[config.mk]
export PLATFORM = sky130hd
export DESIGN_NAME = button_gesture_classifier_top
export DESIGN_NICKNAME = d
export VERILOG_FILES = /design/src/bgc_pkg.sv /design/src/bgc_step.sv /design/src/button_gesture_classifier_top.sv
export SDC_FILE = /design/constraint.sdc
export NUM_CORES = 1
export LEC_CHECK = 0
export BUFFER_PORTS_ARGS = -buffer_cell sky130_fd_sc_hd__buf_2
export CORE_MARGIN = 4
export CORE_UTILIZATION = 50
export CTS_CLUSTER_DIAMETER = 40
export DETAILED_ROUTE_END_ITERATION = 10
export PLACE_DENSITY = 0.73
export SETUP_SLACK_MARGIN = 0.05
export SLEW_MARGIN = 20
export SYNTH_ARGS = -nofsm -noshare
export SYNTH_HDL_FRONTEND = slang
export SYNTH_SLANG_ARGS = --single-unit
[constraint.sdc]
create_clock -name aclk -period 5.6 [get_ports aclk]
set_clock_uncertainty 0.2 [all_clocks]
set_input_delay 1.12 -clock aclk [delete_from_list [all_inputs] [get_ports aclk]]
set_output_delay 1.12 -clock aclk [all_outputs]
set_load 0.01 [all_outputs]
[src/bgc_pkg.sv]
`timescale 1ns / 1ps

package bgc_pkg;

    localparam int unsigned CFG_W     = 16;
    localparam int unsigned CFG_IDX_W = 2;
    localparam int unsigned TIME_W    = 32;

    localparam logic [CFG_W-1:0] LONG_PRESS_RESET = 16'd700;
    localparam logic [CFG_W-1:0] DOUBLE_WIN_RESET = 16'd350;

    typedef enum logic [CFG_IDX_W-1:0] {
        CFG_LONG_PRESS = 2'd0,
        CFG_DOUBLE_WIN = 2'd1
    } cfg_idx_t;

    typedef enum logic [1:0] {
        CLICK_NONE   = 2'd0,
        CLICK_SINGLE = 2'd1,
        CLICK_DOUBLE = 2'd2
    } click_t;

    typedef struct packed {
        logic              button_level;
        logic [TIME_W-1:0] now_ms;
    } in_t;

    typedef struct packed {
        logic next_event;
        logic prev_event;
        logic shuffle_event;
        logic shuffle_on;
    } out_t;

    typedef struct packed {
        logic              level_before;
        logic [TIME_W-1:0] press_time;
        logic [TIME_W-1:0] release_time;
        click_t            click_count;
        logic              long_done;
        logic              shuffle_mode;
    } state_t;

    typedef struct packed {
        logic [CFG_W-1:0] long_press_ms;
        logic [CFG_W-1:0] double_window_ms;
    } cfg_t;

endpackage

[src/bgc_step.sv]
`timescale 1ns / 1ps

module bgc_step import bgc_pkg::*; (
    input  state_t state_cur,
    input  cfg_t   cfg,
    input  in_t    item,
    output state_t state_nxt,
    output out_t   result
);

    logic              lvl;
    logic              press_edge;
    logic              release_edge;
    logic [TIME_W-1:0] since_release;
    logic [TIME_W-1:0] press_eff;
    logic [TIME_W-1:0] release_eff;
    logic [TIME_W-1:0] held;
    logic [TIME_W-1:0] since_release_eff;
    click_t            cc1;
    click_t            cc2;
    click_t            cc3;
    logic              ld1;
    logic              ld2;
    logic              long_hit;
    logic              prev_hit;
    logic              next_hit;

    always_comb begin
        lvl          = item.button_level;
        press_edge   = !state_cur.level_before && lvl;
        release_edge = state_cur.level_before && !lvl;

        // press edge
        since_release = item.now_ms - state_cur.release_time;
        press_eff     = press_edge ? item.now_ms : state_cur.press_time;
        ld1           = press_edge ? 1'b0 : state_cur.long_done;
        if (press_edge) begin
            cc1 = (since_release <= {{(TIME_W-CFG_W){1'b0}}, cfg.double_window_ms})
                ? CLICK_DOUBLE : CLICK_SINGLE;
        end else begin
            cc1 = state_cur.click_count;
        end

        // long press
        held     = item.now_ms - press_eff;
        long_hit = lvl && !ld1 && (held >= {{(TIME_W-CFG_W){1'b0}}, cfg.long_press_ms});
        ld2      = ld1 || long_hit;
        cc2      = long_hit ? CLICK_NONE : cc1;

        // release edge
        release_eff = release_edge ? item.now_ms : state_cur.release_time;
        prev_hit    = release_edge && !ld2 && (cc2 == CLICK_DOUBLE);
        cc3         = prev_hit ? CLICK_NONE : cc2;

        // pending single click
        since_release_eff = item.now_ms - release_eff;
        next_hit = (cc3 == CLICK_SINGLE) && !lvl
            && (since_release_eff > {{(TIME_W-CFG_W){1'b0}}, cfg.double_window_ms});

        state_nxt.level_before = lvl;
        state_nxt.press_time   = press_eff;
        state_nxt.release_time = release_eff;
        state_nxt.click_count  = next_hit ? CLICK_NONE : cc3;
        state_nxt.long_done    = ld2;
        state_nxt.shuffle_mode = state_cur.shuffle_mode ^ long_hit;

        result.next_event    = next_hit;
        result.prev_event    = prev_hit;
        result.shuffle_event = long_hit;
        result.shuffle_on    = state_cur.shuffle_mode ^ long_hit;
    end

endmodule

[src/button_gesture_classifier_top.sv]
`timescale 1ns / 1ps
// an input transaction passes through the input register and then the result register
// throughput: one transaction per cycle while no result waits on m_ready; the state update is combinational
// a result waiting on m_ready holds s_ready low only while the input register holds a transaction
// reset: synchronous active-low aresetn clears valids and gesture state,
// loads long_press_ms = 700 and double_window_ms = 350

module button_gesture_classifier_top import bgc_pkg::*; (
    input  logic                 aclk,
    input  logic                 aresetn,
    input  logic                 cfg_we,
    input  logic [CFG_IDX_W-1:0] cfg_index,
    input  logic [CFG_W-1:0]     cfg_wdata,
    input  logic                 s_valid,
    output logic                 s_ready,
    input  in_t                  s_data,
    output logic                 m_valid,
    input  logic                 m_ready,
    output out_t                 m_data
);

    cfg_t   cfg_reg;
    state_t state_reg;
    state_t state_next;
    in_t    in_data_reg;
    logic   in_valid_reg;
    out_t   out_data_reg;
    out_t   out_next;
    logic   out_valid_reg;
    logic   advance;

    assign advance = in_valid_reg && (!out_valid_reg || m_ready);
    assign s_ready = !in_valid_reg || advance;
    assign m_valid = out_valid_reg;
    assign m_data  = out_data_reg;

    always_ff @(posedge aclk) begin
        if (!aresetn) begin
            cfg_reg.long_press_ms    <= LONG_PRESS_RESET;
            cfg_reg.double_window_ms <= DOUBLE_WIN_RESET;
        end else if (cfg_we) begin
            unique case (cfg_idx_t'(cfg_index))
                CFG_LONG_PRESS: cfg_reg.long_press_ms    <= cfg_wdata;
                CFG_DOUBLE_WIN: cfg_reg.double_window_ms <= cfg_wdata;
                default: ;
            endcase
        end
    end

    always_ff @(posedge aclk) begin
        if (!aresetn) begin
            in_valid_reg <= 1'b0;
        end else if (s_ready) begin
            in_valid_reg <= s_valid;
        end
    end

    always_ff @(posedge aclk) begin
        if (s_valid && s_ready) begin
            in_data_reg <= s_data;
        end
    end

    bgc_step u_step (
        .state_cur (state_reg),
        .cfg       (cfg_reg),
        .item      (in_data_reg),
        .state_nxt (state_next),
        .result    (out_next)
    );

    always_ff @(posedge aclk) begin
        if (!aresetn) begin
            state_reg <= '0;
        end else if (advance) begin
            state_reg <= state_next;
        end
    end

    always_ff @(posedge aclk) begin
        if (!aresetn) begin
            out_valid_reg <= 1'b0;
        end else if (advance) begin
            out_valid_reg <= 1'b1;
        end else if (m_ready) begin
            out_valid_reg <= 1'b0;
        end
    end

    always_ff @(posedge aclk) begin
        if (advance) begin
            out_data_reg <= out_next;
        end
    end

    // at most one gesture per transaction
    assert property (@(posedge aclk) disable iff (!aresetn)
        m_valid |-> $onehot0({m_data.next_event, m_data.prev_event, m_data.shuffle_event}))
        else $error("more than one gesture in one result");

    // shuffle mode only changes with a shuffle event
    assert property (@(posedge aclk) disable iff (!aresetn)
        advance |=> ((state_reg.shuffle_mode != $past(state_reg.shuffle_mode))
                     == m_data.shuffle_event))
        else $error("shuffle mode changed without shuffle event");

    // click count never holds the unused code
    assert property (@(posedge aclk) disable iff (!aresetn)
        (state_reg.click_count == CLICK_NONE) || (state_reg.click_count == CLICK_SINGLE)
            || (state_reg.click_count == CLICK_DOUBLE))
        else $error("illegal click count");

    // input side stalls only behind a held result
    assert property (@(posedge aclk) disable iff (!aresetn)
        !s_ready |-> (in_valid_reg && out_valid_reg && !m_ready))
        else $error("input stalled without output backpressure");

endmodule
======== After elaboration in Yosys (flattened, before gate mapping) ========
Cells that the tools add are included.
word-level totals
  word-level logic and storage cells ...... 59
  input bits .............................. 56
  output and inout port bits .............. 6
  register bits ........................... 140
operators by class
  magnitude comparators ................... 3
  equality and inequality tests ........... 3
  bitwise gates (word level) .............. 1
  $add $sub $neg .......................... 3
  reductions and logical operators ........ 23
  multiplexer cells ....................... 10
operators with widths
  operator                                                         number
  32-bit subtractor                                                3
  32-bit 2-to-1 mux                                                2
  32-bit by 16-bit >= comparator with 1-bit output                 1
  32-bit by 16-bit greater-than comparator with 1-bit output       1
  32-bit by 16-bit less-or-equal comparator with 1-bit output      1
  1-bit logical AND                                                10
  2-bit 2-to-1 mux                                                 5
  1-bit logical NOT                                                6
  2-bit by 1-bit == test with 1-bit output, second input constant  2
  2-bit AND reduction                                              2
  1-bit logical OR                                                 3
  1-bit 2-to-1 mux                                                 3
  2-bit == test, second input constant                             1
  2-bit logical NOT                                                1
  2-bit nonzero test                                               1
  1-bit XOR                                                        1

======== Longest topological paths before layout ========
Gate-level depths: netlist of run 1.
  word-level depth ........................ 15
  gate-level depth with buffers ........... 29
  gate-level depth less buffers ........... 26

======== Hierarchy ========
Synthesis of run 1 repeated with hierarchy kept, for this count alone.
second synthesis, totals
  cell total of the unflattened synthesis .. 1792
  area total of the unflattened synthesis .. 13609.3 µm²
modules (own cells, without submodules)
  module                         sequential area each (µm²)  cells an instance  area an instance (µm²)  times used
  bgc_step                       0.0                         1317               8460.6                  1
  button_gesture_classifier_top  3173.0                      475                5148.7                  1

======== Worst setup path after synthesis of run 1 ========
Ideal clock, no wire load.
  kind .................................... flip-flop to flip-flop
  start point ............................. register state_reg[68] in the netlist's numbering
  end point ............................... register out_data_reg, in the netlist m_data[0], data pin
  library setup time ...................... 264 ps
  stages on the path, launching flop included .. 23
  arrival time ............................ 4881 ps
  path slack .............................. 255 ps
  period minus slack after synthesis ...... 5345 ps
  cells stage by stage .................... dfxtp_1 -> and2b_4 -> buf_12 -> buf_8 -> clkbuf_1 -> clkbuf_1 -> mux2i_1 -> ha_1 -> buf_4 -> a21o_1 -> a21oi_1 -> nand2_1 -> xor2_1 -> ha_1 -> nand4_1 -> nor4_1 -> a2111oi_0 -> nand4_1 -> a2111oi_1 -> nand3_2 -> nor4_4 -> nor2_2 -> xor2_1
RTL lines
  what                      RTL line                             source
  start: declaration        button_gesture_classifier_top.sv:23  state_t state_reg;
  start signal: assignment  button_gesture_classifier_top.sv:76  state_reg <= state_next;
  end signal: assignment    button_gesture_classifier_top.sv:92  out_data_reg <= out_next;
  end: declaration          button_gesture_classifier_top.sv:27  out_t out_data_reg;

==> run_results.csv, run 1 <==
group,metric,value,unit
layout,layout_common_cells,"nand2_1, a21oi_1, ha_1",
critical_path,worstPathRequired,5630,ps
die,io_pins,62,
layout,num-fill-cells,2487,
synth,syn_nets,1900,
power,p_leak,5.52,nW
detailed_routing,drt-pass1-iter-count,6,
critical_path,crit_cells,19,
timing,hold_slack,260,ps
layout,multiInputGateArea,9350,sq um
critical_path,cp.arrival,5340,ps
detailed_routing,vias_per_cell,6.20,
critical_path,path_delay_family,"compound AO/OA/AOI/OAI gates",
power,powerDensity,227,nW/um^2
power,ir_drop,188,uV
layout,diodes,0,
die,rows,59,
synth,synth_seq_cells,140,
critical_path,slowest_delay,550,ps
grt,grt_max_degree,61,
hold_path,hold_class,"reg -> reg",
placed_design,port_buffers,61,
layout,fin_area,14400,sq um
critical_path,path_cells,"ha_1 -> o211ai_1 -> a21o_1 -> a32o_1 -> o21ai_2 -> a21oi_1 -> xnor2_1 -> ha_1 -> nand4_1 -> nor2_1 -> a211o_1 -> nor4_1 -> a21oi_1 -> a311o_1 -> nor4b_1 -> nand4_1 -> nor4_1 -> a21oi_1 -> nor4_1",
critical_path,endpoint_kind,"flop",
timing,min_period,5310,ps
critical_path,worst-path-buf-inv,0,
synth,synth.cell_area,13300,sq um
die,fp.coreArea,26100,sq um
synth,ys_async_sr_fraction,0,
timing,finalHoldViolCount,0,
layout,largest_reg_flops,69,
timing,period_share,0.948,
clocking,clock_path_buffers,2,
critical_path,cpMaxStageDelayCell,"edfxtp_1",
status,status,"completed",
clocking,cts.hold.buffers_added,0,
layout,syn2layout_area_growth,7.99,%
grt,overflow,0,
layout,regArea,3170,sq um
clocking,cts_made_buffers,17,
detailed_routing,route.vias.total,12900,
clocking,clkTransAtPathRegs,70,ps
synth,yosysSeqAreaShare,0.238,
critical_path,start_kind,"flop",
timing,finalSetupViolCount,0,
detailed_routing,routed_wl,39.9,mm
clocking,clock_latency,430,ps
placed_design,gp_congestion,0.956,
clocking,root_buffer,"clkbuf_16",
detailed_routing,drc,0,
grt,antenna_found_initial,0,
flow_run,drv_cap,0,
die,die_height,171,microns
detailed_routing,drt_iter0_markers,1196,
critical_path,crit_fanout,7,
clocking,cts_tree,"built",
synth,synth_warnings,0,
detailed_routing,ant_nets,0,
synth,synth-edff-count,37,
grt,grt_pass1_vias,11800,
hold_path,worstHoldPathCells,2,
placed_design,placed_area,13700,sq um
timing,max_freq,188,MHz
timing,timing_worst_slew_pin_value,990,ps
critical_path,path_class,"reg -> reg",
die,start_util,0.510,
clocking,cts_max_level,4,
layout,final_util,0.550,
grt,grt_usage,0.266,
die,fp.dieW,171,microns
synth,syn_avg_cell_area,7.78,sq um
die,die-area,29300,sq um
synth,netlist_instances,1711,
layout,fin_nets,1920,
timing,relSlewSlack,0.340,
clocking,cts_sinks,140,
detailed_routing,wl_per_cell,19.2,microns
grt,grt_pass1_wl,62.5,mm
synth,yosysUniqueCellTypes,109,
synth,ys.flop_type,"dfxtp_1",
layout,final_common_cell,"nand2_1",
layout,drive_above_1_share,0.118,
timing,final_max_slew_viol_count,0,
placed_design,hpwl,30.9,mm
critical_path,reg2reg_depth,19,
-- final cells by class --
cell class,instances,share of cell area
Inverter,95,0.0248
Clock buffer,22,0.0338
Sequential cell,140,0.221
Timing Repair Buffer,90,0.0369
Multi-Input combinational cell,1387,0.650
Tap cell,335,0.0292
Clock inverter,10,0.00435
-- layer usage --
layer	GRT usage	routed length [microns]
met1	0.371	17600
met2	0.428	18100
met5	0	0
met3	0.0368	2960
met4	0.0810	1250
-- cells by family after synthesis --
| logic type | count (synthesis) | synth area share |
|---|---|---|
| compound gates | 532 | 0.278 |
| xor+xnor | 68 | 0.0475 |
| fa+ha+maj | 138 | 0.130 |
| buf+inv | 184 | 0.0642 |
| flops | 140 | 0.238 |
| mux | 29 | 0.0219 |
| simple gates | 620 | 0.220 |
-- metrics by stage --
| stage | TNS, ps | power, mW | std cells | setup WS (ps) |
|---|---|---|---|---|
| 6_report | 0 | 3.26 | 2079 | 292 |
| 3_3_place_gp | 0 | 2.15 | 2043 | 382 |
| 5_1_grt | -124 | 3.42 | 2079 | -92.5 |
| 2_1_floorplan | 0 | 1.91 | 1711 | 255 |
| 3_5_place_dp | 0 | 2.16 | 2043 | 236 |
| 4_1_cts | 0 | 3.24 | 2075 | 187 |
-- cells in the mapped netlist, types with 7 or more instances --
| cell | instances | area [sq um] |
|---|---|---|
| nand2_1 | 287 | 1080 |
| a21oi_1 | 148 | 741 |
| ha_1 | 131 | 1640 |
| nor2_1 | 113 | 424 |
| dfxtp_1 | 103 | 2060 |
| inv_1 | 95 | 357 |
| a21boi_0 | 91 | 683 |
| clkbuf_1 | 61 | 229 |
| o21ai_0 | 59 | 295 |
| xnor2_1 | 39 | 342 |
| edfxtp_1 | 37 | 1110 |
| a21o_1 | 35 | 263 |
| nand4_1 | 35 | 219 |
| nand3_1 | 32 | 160 |
| mux2i_1 | 28 | 280 |
| o211ai_1 | 28 | 210 |
| nor2b_1 | 25 | 156 |
| xor2_1 | 24 | 210 |
| nand2b_1 | 20 | 125 |
| o21a_1 | 17 | 128 |
| and3_1 | 16 | 100 |
| a31oi_1 | 15 | 93.8 |
| nor3_1 | 14 | 70.1 |
| nor4_1 | 13 | 81.3 |
| a211oi_1 | 11 | 82.6 |
| and2_1 | 10 | 62.6 |
| o21bai_1 | 10 | 75.1 |
| or3_1 | 9 | 56.3 |
| buf_2 | 8 | 40.0 |
| o21ai_1 | 8 | 40.0 |
| clkbuf_8 | 7 | 96.3 |
-- worst min-delay path: cells and delay by family (launching register included) --
family | cells | cell delay [ps]
AOI/OAI and AO/OA | 1 | 60
and+or+nand+nor | 1 | 50
DFF | 1 | 300
-- what timing repair did --
action,CTS,global route
setup endpoints to repair,0,8
buffers inserted,0,4
resized for setup,0,20
-- power breakdown --
| group | internal [mW] | switching, mW | leakage, nW |
|---|---|---|---|
| combinational | 0.418 | 0.632 | 4.05 |
| sequential | 1.08 | 0.0506 | 1.20 |
| clock | 0.616 | 0.465 | 0.276 |
-- worst paths after layout --
| path | end | from | slack [ps] |
|---|---|---|---|
| min | state_reg[51]$_SDFFE_PN0P_ | state_reg[51]$_SDFFE_PN0P_ | 260 |
| max reg2reg | m_data[2]$_DFFE_PP_ | in_data_reg[4]$_DFFE_PP_ | 290 |
| min reg2reg | state_reg[51]$_SDFFE_PN0P_ | state_reg[51]$_SDFFE_PN0P_ | 260 |
| max | m_data[2]$_DFFE_PP_ | in_data_reg[4]$_DFFE_PP_ | 290 |
(Power assumes the default switching activity.)
==> run 2, diff against run 1 <==
--- a/config.mk
+++ b/config.mk
@@ -6,10 +6,12 @@
 export NUM_CORES = 1
 export LEC_CHECK = 0
 export BUFFER_PORTS_ARGS = -buffer_cell sky130_fd_sc_hd__buf_2
+export CORE_ASPECT_RATIO = 0.6
 export CORE_MARGIN = 4
 export CORE_UTILIZATION = 50
 export CTS_CLUSTER_DIAMETER = 40
 export DETAILED_ROUTE_END_ITERATION = 10
+export GPL_ROUTABILITY_DRIVEN = 1
 export PLACE_DENSITY = 0.73
 export SETUP_SLACK_MARGIN = 0.05
 export SLEW_MARGIN = 20
==> run_results.csv, run 2 (same netlist as run 1, synthesis figures left out) <==
group,metric,value,unit
timing,final_max_slew_viol_count,0,
grt,grt_max_degree,57,
layout,regArea,3170,sq um
placed_design,gp_congestion,0.970,
grt,top_usage_layer,"met1",
grt,grt_pass1_wl,62.9,mm
grt,use_met1,0.417,
timing,grt_setup_unrepaired,"true",
flow_run,drv_cap,0,
layout,syn2layout_area_growth,8.69,%
timing,period_share,0.953,
placed_design,numPlacedInstances,2057,
layout,num-fill-cells,2401,
grt,grt.met3_usage,0.0704,
critical_path,cp.arrival,5320,ps
critical_path,cpMaxStageDelayCell,"edfxtp_1",
hold_path,hold_class,"reg -> reg",
layout,layout_common_cells,"nand2_1, a21oi_1, ha_1",
power,powerDensity,234,nW/um^2
timing,max_freq,187,MHz
power,ir_drop,181,uV
detailed_routing,vias_per_cell,6.15,
clocking,cts_tree,"built",
clocking,clock_latency,450,ps
layout,fin_nets,1921,
timing,setup_ws,264,ps
grt,overflow,0,
detailed_routing,wl_per_cell,19.4,microns
placed_design,dp_slack,17.4,ps
layout,fin_cells,2097,
placed_design,hpwl,31.9,mm
detailed_routing,drt-pass1-iter-count,7,
clocking,clock_path_buffers,2,
timing,timing_worst_slew_pin_value,874,ps
clocking,cts_made_buffers,17,
grt,use_met2,0.371,
die,rows,45,
status,status,"completed",
detailed_routing,ant_nets,0,
power,p_leak,5.54,nW
critical_path,cpMostUsedCell,"nand2_1",
critical_path,worstPathRequired,5580,ps
layout,final_common_cell,"nand2_1",
layout,multiInputGateArea,9350,sq um
grt,antenna_found_initial,0,
clocking,root_buffer,"clkbuf_16",
critical_path,start_kind,"flop",
clocking,clkTransAtPathRegs,70,ps
layout,largest_reg_flops,69,
clocking,cts_sinks,140,
detailed_routing,drt_iter0_markers,1380,
placed_design,port_buffers,61,
clocking,cts.hold.buffers_added,0,
die,start_util,0.517,
layout,diodes,0,
timing,finalHoldViolCount,0,
detailed_routing,routed_wl,40.7,mm
grt,grt_usage,0.270,
die,io_pins,62,
critical_path,endpoint_kind,"flop",
die,die-area,29400,sq um
critical_path,slowest_delay,490,ps
die,die_height,134,microns
clocking,cts_max_level,4,
detailed_routing,drc,0,
timing,min_period,5340,ps
critical_path,path_cells,"nand2b_1 -> o21ai_0 -> ha_1 -> and2_1 -> a221o_1 -> a211oi_2 -> or2_1 -> nand2_1 -> nand2_1 -> a21oi_1 -> o21ai_0 -> nand2b_1 -> nand2_1 -> xor2_1 -> ha_1 -> nand4_1 -> nor4_1 -> a2111oi_1 -> nand4_1 -> a2111oi_2 -> nand3_2 -> nor4_4 -> nor2_2 -> xor2_1",
timing,hold_slack,263,ps
die,fp.dieW,219,microns
critical_path,path_class,"reg -> reg",
grt,grt_pass1_vias,11500,
timing,finalSetupTns,0,ps
critical_path,crit_fanout,7,
layout,final_util,0.562,
die,fp.coreArea,25700,sq um
timing,finalSetupViolCount,0,
layout,drive_above_1_share,0.118,
timing,relSlewSlack,0.417,
detailed_routing,route.vias.total,12900,
==> run 2: changes by cell type in the layout (fill, tap and decap cells not counted), moves of 2 or more <==
cell,previous run,this run
o21ai_1,12,10
bufinv_16,0,2
clkinv_2,5,0
clkinvlp_4,1,3
clkbuf_1,2,0
clkbuf_8,2,0
o21ai_0,54,56
inv_8,0,3
inv_4,2,0
inv_6,2,4
==> run 2: worst paths after layout <==
kind | end | startpoint | slack, ps | depth (start not counted)
max | m_data[0]$_DFFE_PP_ | in_data_reg[32]$_DFFE_PP_ | 260 | 24
max reg2reg | m_data[0]$_DFFE_PP_ | in_data_reg[32]$_DFFE_PP_ | 260 | 24
min reg2reg | cfg_reg[24]$_SDFFE_PN0P_ | cfg_reg[24]$_SDFFE_PN0P_ | 260 | 2
min | cfg_reg[24]$_SDFFE_PN0P_ | cfg_reg[24]$_SDFFE_PN0P_ | 260 | 2
==> run 2: final cells by class <==
class | count | area share
repair buffers | 91 | 0.0380
clock buffers | 17 | 0.0294
inverters | 95 | 0.0246
clock inverters | 15 | 0.0124
well taps | 352 | 0.0304
flip-flops and latches | 140 | 0.219
multi-input cells | 1387 | 0.646
==> run 2: timing repair <==
action                                 4_1_cts  5_1_grt
resized for setup                            1       16
endpoints found under the hold margin        0        0
pin swaps                                    0        5
setup endpoints to repair                    2        8
setup buffers                                0        8
==> run 2: metrics by stage <==
stage	area, sq um	power (mW)
final	14500	3.38
after global routing	14500	3.53
after CTS	14400	3.35
after detailed placement	13800	2.16
after global placement	13800	2.15
after floorplan	13300	1.91
==> run 2: routing by layer <==
layer,vias up,part of all wire
met5,-,0
met4,0,0.015
met3,60,0.10
met2,570,0.39
met1,6034,0.49
li1,6225,-
==> run 2: power breakdown <==
group | switching (mW) | internal, mW
Sequential | 0.0537 | 1.08
Combinational | 0.635 | 0.419
Clock | 0.521 | 0.672
Total | 1.21 | 2.17
==> run 2: worst max-delay path: cells and delay by family (launching register included) <==
kind            cells  cell delay [ps]
compound gates      7             1690
xor+xnor            2              310
fa+ha+maj           2              520
flops               1              490
simple gates       13             1860
